--- config.mk ---
export PLATFORM = sky130hd
export DESIGN_NAME = brb_ctrl
export DESIGN_NICKNAME = d
export VERILOG_FILES = /design/src/sv/brb_pkg.sv /design/src/sv/brb_ctrl.sv
export SDC_FILE = /design/constraint.sdc
export NUM_CORES = 1
export LEC_CHECK = 0
export ABC_AREA = 1
export BUFFER_PORTS_ARGS = -buffer_cell sky130_fd_sc_hd__buf_4
export CORE_AREA = 2 2 39 41
export CTS_CLUSTER_SIZE = 12
export DETAILED_ROUTE_END_ITERATION = 12
export DIE_AREA = 0 0 41 43
export PLACE_DENSITY = 0.48
export SLEW_MARGIN = 25
export SYNTH_ARGS = -nofsm -noshare
export SYNTH_HDL_FRONTEND = slang
export SYNTH_SLANG_ARGS = --single-unit
--- constraint.sdc ---
create_clock -name i_clk -period 0.9 [get_ports i_clk]
set_clock_uncertainty 0.05 [all_clocks]
set_input_delay 0.135 -clock i_clk [delete_from_list [all_inputs] [get_ports i_clk]]
set_output_delay 0.135 -clock i_clk [all_outputs]
set_load 0.02 [all_outputs]
--- src/sv/brb_pkg.sv ---
// shared types and constants for the byte ring buffer
package brb_pkg;

    localparam int DATA_W  = 8;
    localparam int FIELD_W = 12;
    localparam int SHIFT_W = 4;

    typedef enum logic [1:0] {
        OP_PUSH    = 2'd0,
        OP_DISCARD = 2'd1,
        OP_READ    = 2'd2,
        OP_NOP     = 2'd3
    } t_opcode;

    typedef enum logic [4:0] {
        S_IDLE = 5'b00001,
        S_MOD  = 5'b00010,
        S_READ = 5'b00100,
        S_EXEC = 5'b01000,
        S_DONE = 5'b10000
    } t_state;

    typedef struct packed {
        logic               accept;
        logic               mod_step;
        logic [SHIFT_W-1:0] shift;
        logic               mem_read;
        logic               exec;
        logic               load_out;
    } t_cmd;

endpackage

--- src/sv/brb_ctrl.sv ---
// operation sequencer: accept, position reduction, memory read, execute, result load
module brb_ctrl #(
    parameter int MOD_STEPS = 0
) (
    input  logic              i_clk,
    input  logic              i_rst_n,
    input  logic              i_in_valid,
    input  brb_pkg::t_opcode  i_opcode,
    output logic              o_in_ready,
    input  logic              i_out_ready,
    output logic              o_out_valid,
    output brb_pkg::t_cmd     o_cmd
);
    import brb_pkg::*;

    t_state             r_state, n_state;
    logic [SHIFT_W-1:0] r_step, n_step;
    logic               r_out_valid, n_out_valid;

    always_comb begin
        n_state     = r_state;
        n_step      = r_step;
        n_out_valid = r_out_valid;
        o_cmd       = '0;
        o_cmd.shift = r_step;
        if (r_out_valid && i_out_ready) begin
            n_out_valid = 1'b0;
        end
        case (r_state)
            S_IDLE: begin
                if (i_in_valid) begin
                    o_cmd.accept = 1'b1;
                    if (i_opcode == OP_READ) begin
                        if (MOD_STEPS > 0) begin
                            n_state = S_MOD;
                            n_step  = SHIFT_W'(MOD_STEPS - 1);
                        end else begin
                            n_state = S_READ;
                        end
                    end else begin
                        n_state = S_EXEC;
                    end
                end
            end
            S_MOD: begin
                // one conditional subtract of a shifted depth per cycle
                o_cmd.mod_step = 1'b1;
                if (r_step == '0) begin
                    n_state = S_READ;
                end else begin
                    n_step = r_step - 1'b1;
                end
            end
            S_READ: begin
                o_cmd.mem_read = 1'b1;
                n_state        = S_DONE;
            end
            S_EXEC: begin
                o_cmd.exec = 1'b1;
                n_state    = S_DONE;
            end
            S_DONE: begin
                if (!r_out_valid || i_out_ready) begin
                    o_cmd.load_out = 1'b1;
                    n_out_valid    = 1'b1;
                    n_state        = S_IDLE;
                end
            end
            default: begin
                n_state = S_IDLE;
            end
        endcase
    end

    always_ff @(posedge i_clk) begin
        if (!i_rst_n) begin
            r_state     <= S_IDLE;
            r_step      <= '0;
            r_out_valid <= 1'b0;
        end else begin
            r_state     <= n_state;
            r_step      <= n_step;
            r_out_valid <= n_out_valid;
        end
    end

    assign o_in_ready  = (r_state == S_IDLE);
    assign o_out_valid = r_out_valid;

    a_load_free: assert property (@(posedge i_clk) disable iff (!i_rst_n)
        o_cmd.load_out |-> (!r_out_valid || i_out_ready))
        else $error("result loaded over an untaken result");

    a_accept_busy: assert property (@(posedge i_clk) disable iff (!i_rst_n)
        (i_in_valid && o_in_ready) |=> !o_in_ready)
        else $error("second transfer taken while an operation is in progress");

    a_done_loads: assert property (@(posedge i_clk) disable iff (!i_rst_n)
        (r_state == S_DONE && !r_out_valid) |=> (r_out_valid && r_state == S_IDLE))
        else $error("finished operation did not reach the output register");

endmodule

==> flow_metrics.py <==
metrics = {
    "grt": {
        "grt.total_usage_pct": 9.84,
        "grt.overflow.total": 0,
        "grt_pass1_vias": 274,
        "grt_max_degree": 4,
        "grt_pass1_wl_mm": 1.09,
        "antenna_found_initial": 0,
    },
    "timing": {
        "fin_crit_ns": 1.24,
        "rsz0062_at_grt": "true",
        "fmax_ghz": 0.810,
        "period_share_pct": 137,
        "hold_violations": 0,
        "finalWorstSetupSlack_ns": -0.335,
        "finalSetupViolCount": 9,
        "final_max_slew_viol_count": 0,
    },
    "clocking": {
        "tritoncts": "done",
        "clk_pin_slew_worst_paths_ns": 0.04,
        "cts_max_level": 1,
        "root_buffer": "clkbuf_4",
        "insertion_delay_ns": 0.24,
        "cts_buffer_depth": 2,
        "cts_buffers": 3,
        "ctsHoldBuffers": 0,
        "clkSinkCount": 5,
    },
    "placement": {
        "dp_cells": 79,
        "post-place-ws_ns": -0.128,
        "place_congestion": 0.689,
        "io_buffers": 11,
        "detailed_place_hpwl_um": 455,
        "dpl_cell_area_um2": 417,
    },
    "finish": {
        "drive_gt1_share_pct": 55.6,
        "area_growth_pct": 67.3,
        "fin_cells": 88,
        "fin_util_pct": 39.3,
        "finalNetCount": 79,
        "antenna_cells": 0,
        "postLayoutCellArea_um2": 544,
    },
    "critical_path": {
        "worst_ep_arrival_time_ns": 1.05,
        "r2r_start": "r_state[0]",
        "rr_worst_depth": 6,
        "crit_end": "o_cmd[8]",
        "rr_endpoint": "r_state[2]",
        "worstSetupEndpointType": "output port",
        "critPathRequiredTime_ns": 0.71,
        "start_kind": "flip-flop",
        "cp-startpoint": "r_state[0]",
        "path_max_fanout": 3,
        "crit_type": "flip-flop to output port",
        "reg2reg_slack_ns": -0.25,
    },
    "logic_synthesis": {
        "synth-edff-count": 0,
        "yosysTopAreaCellShare_pct": 30.8,
        "yosysMostFrequentCell": "inv_1",
        "yosysTopAreaCell": "dfxtp_1",
        "yosys-top-cells-area": "dfxtp_1, inv_1, buf_4, nand2_1, nor2_1",
        "synthFlopType": "dfxtp_1",
        "yosys.area_share.adder_pct": 0,
        "synth_area_um2": 325,
        "ys_async_sr_fraction_pct": 0,
        "ys_seq_area_share_pct": 30.8,
        "synth_top_family_by_area": "simple AND/OR/NAND/NOR gates",
        "yosysWarnings": 0,
        "syn_area_per_cell_um2": 6.14,
        "ys_seq_elements": 5,
        "synth_xor_area_share_pct": 0,
        "synth.distinct_cells": 12,
        "syn_inst": 53,
        "synth_mux_area_share_pct": 0,
        "synth-simple-area-share_pct": 38.8,
        "synth_commonest_cells": "inv_1, nand2_1, nor2_1",
        "synth_compound_area_share_pct": 1.54,
    },
    "drt": {
        "via_per_inst": 3.80,
        "antenna_left": 0,
        "vias": 334,
        "wl_um": 718,
        "drc_errors": 0,
        "drt_pass1_iterations": 4,
        "routedWlPerCell_um": 8.16,
        "detail_route.iter0.violations": 3,
    },
    "floorplanning": {
        "core_mm2": 0.00138,
        "die_h_um": 43,
        "dieArea_mm2": 0.00176,
        "ios": 17,
        "num_rows": 14,
        "start_util_pct": 23.5,
        "die_w_um": 41,
    },
    "hold_path": {
        "hold_path_class": "input port to flip-flop",
    },
    "power_and_ir_drop": {
        "vdd_ir_drop_max_mv": 0.960,
        "power.total_mw": 0.944,
        "p_leak_nw": 0.290,
        "power.density_mw_per_mm2": 1730,
    },
    "flow_run": {
        "cap_violations": 0,
    },
    "outcome": {
        "status": "finished with violations",
        "violations": "negative setup slack",
    },
}
how the worst min path moves through the flow:
stage,start,endpoint,cells after the start
global placement,i_out_ready,o_out_valid,4
CTS,i_out_ready,o_out_valid,4
global route,i_out_ready,o_out_valid,4
detailed placement,i_out_ready,o_out_valid,4
finish,i_out_ready,o_out_valid,4
floorplan,i_rst_n,r_state[4],2
stage by stage:
step	setup TNS, ns	hold slack, ns
global placement	-0.617	0.355
CTS	-2.03	0.0945
finish	-2.13	0.106
global route	-2.80	0.0998
floorplan	-0.168	0.235
detailed placement	-0.531	0.350
cell type report:
| cell class | instances | area, um^2 |
|---|---|---|
| clock buffer | 4 | 26.3 |
| fill | 147 | 840 |
| inverter | 14 | 52.6 |
| multi-input combinational | 33 | 189 |
| sequential | 5 | 114 |
| tap | 16 | 20.0 |
| timing repair buffer | 16 | 143 |
cell families after synthesis:
group	after synthesis
AOI/OAI and AO/OA	1
DFF	5
other	1
and+or+nand+nor	27
buffers and inverters	19
power by group:
part           switching [mW]  leakage [nW]  internal, mW
registers              0.0253        0.0434         0.243
logic                   0.212         0.232         0.202
clock network          0.0935        0.0150         0.168
total                   0.331         0.290         0.613
timing repair:
| action | 4_1_cts | 5_1_grt |
|---|---|---|
| resized for setup | 12 | 9 |
| endpoints found under the setup margin | 10 | 11 |
| cloned | 0 | 0 |
| pin swaps | 6 | 3 |
| buffers inserted | 4 | 2 |
sequential cells by signal, indices dropped and copies added, names as in the netlist:
name / flops
r_state: 4
o_out_valid: 1
cell usage in the layout, fill, tap and decap left out, drive strengths merged:
cell type	n
buf	16
a21oi	1
inv	14
nand3	2
nor4	1
nor2	13
dfxtp	5
nand2	11
clkbuf	4
conb	5
worst max-delay path, cell delays in order, from the launching register on:
cell and delay (ns):
dfxtp_2 0.34, inv_2 0.05, nor2_4 0.11, nand2_4 0.08, nor2_4 0.10, buf_6 0.12
routing by layer:
layer	track usage [%]	wire length, um	vias up	part of all wire, %
li1	-	-	177	-
met1	11.3	293	140	41
met2	12.2	359	15	50
met3	3.14	44	2	6.1
met4	12.0	21	0	2.9
met5	0	0	-	0
Note: power is estimated with default switching activity, not from simulation.
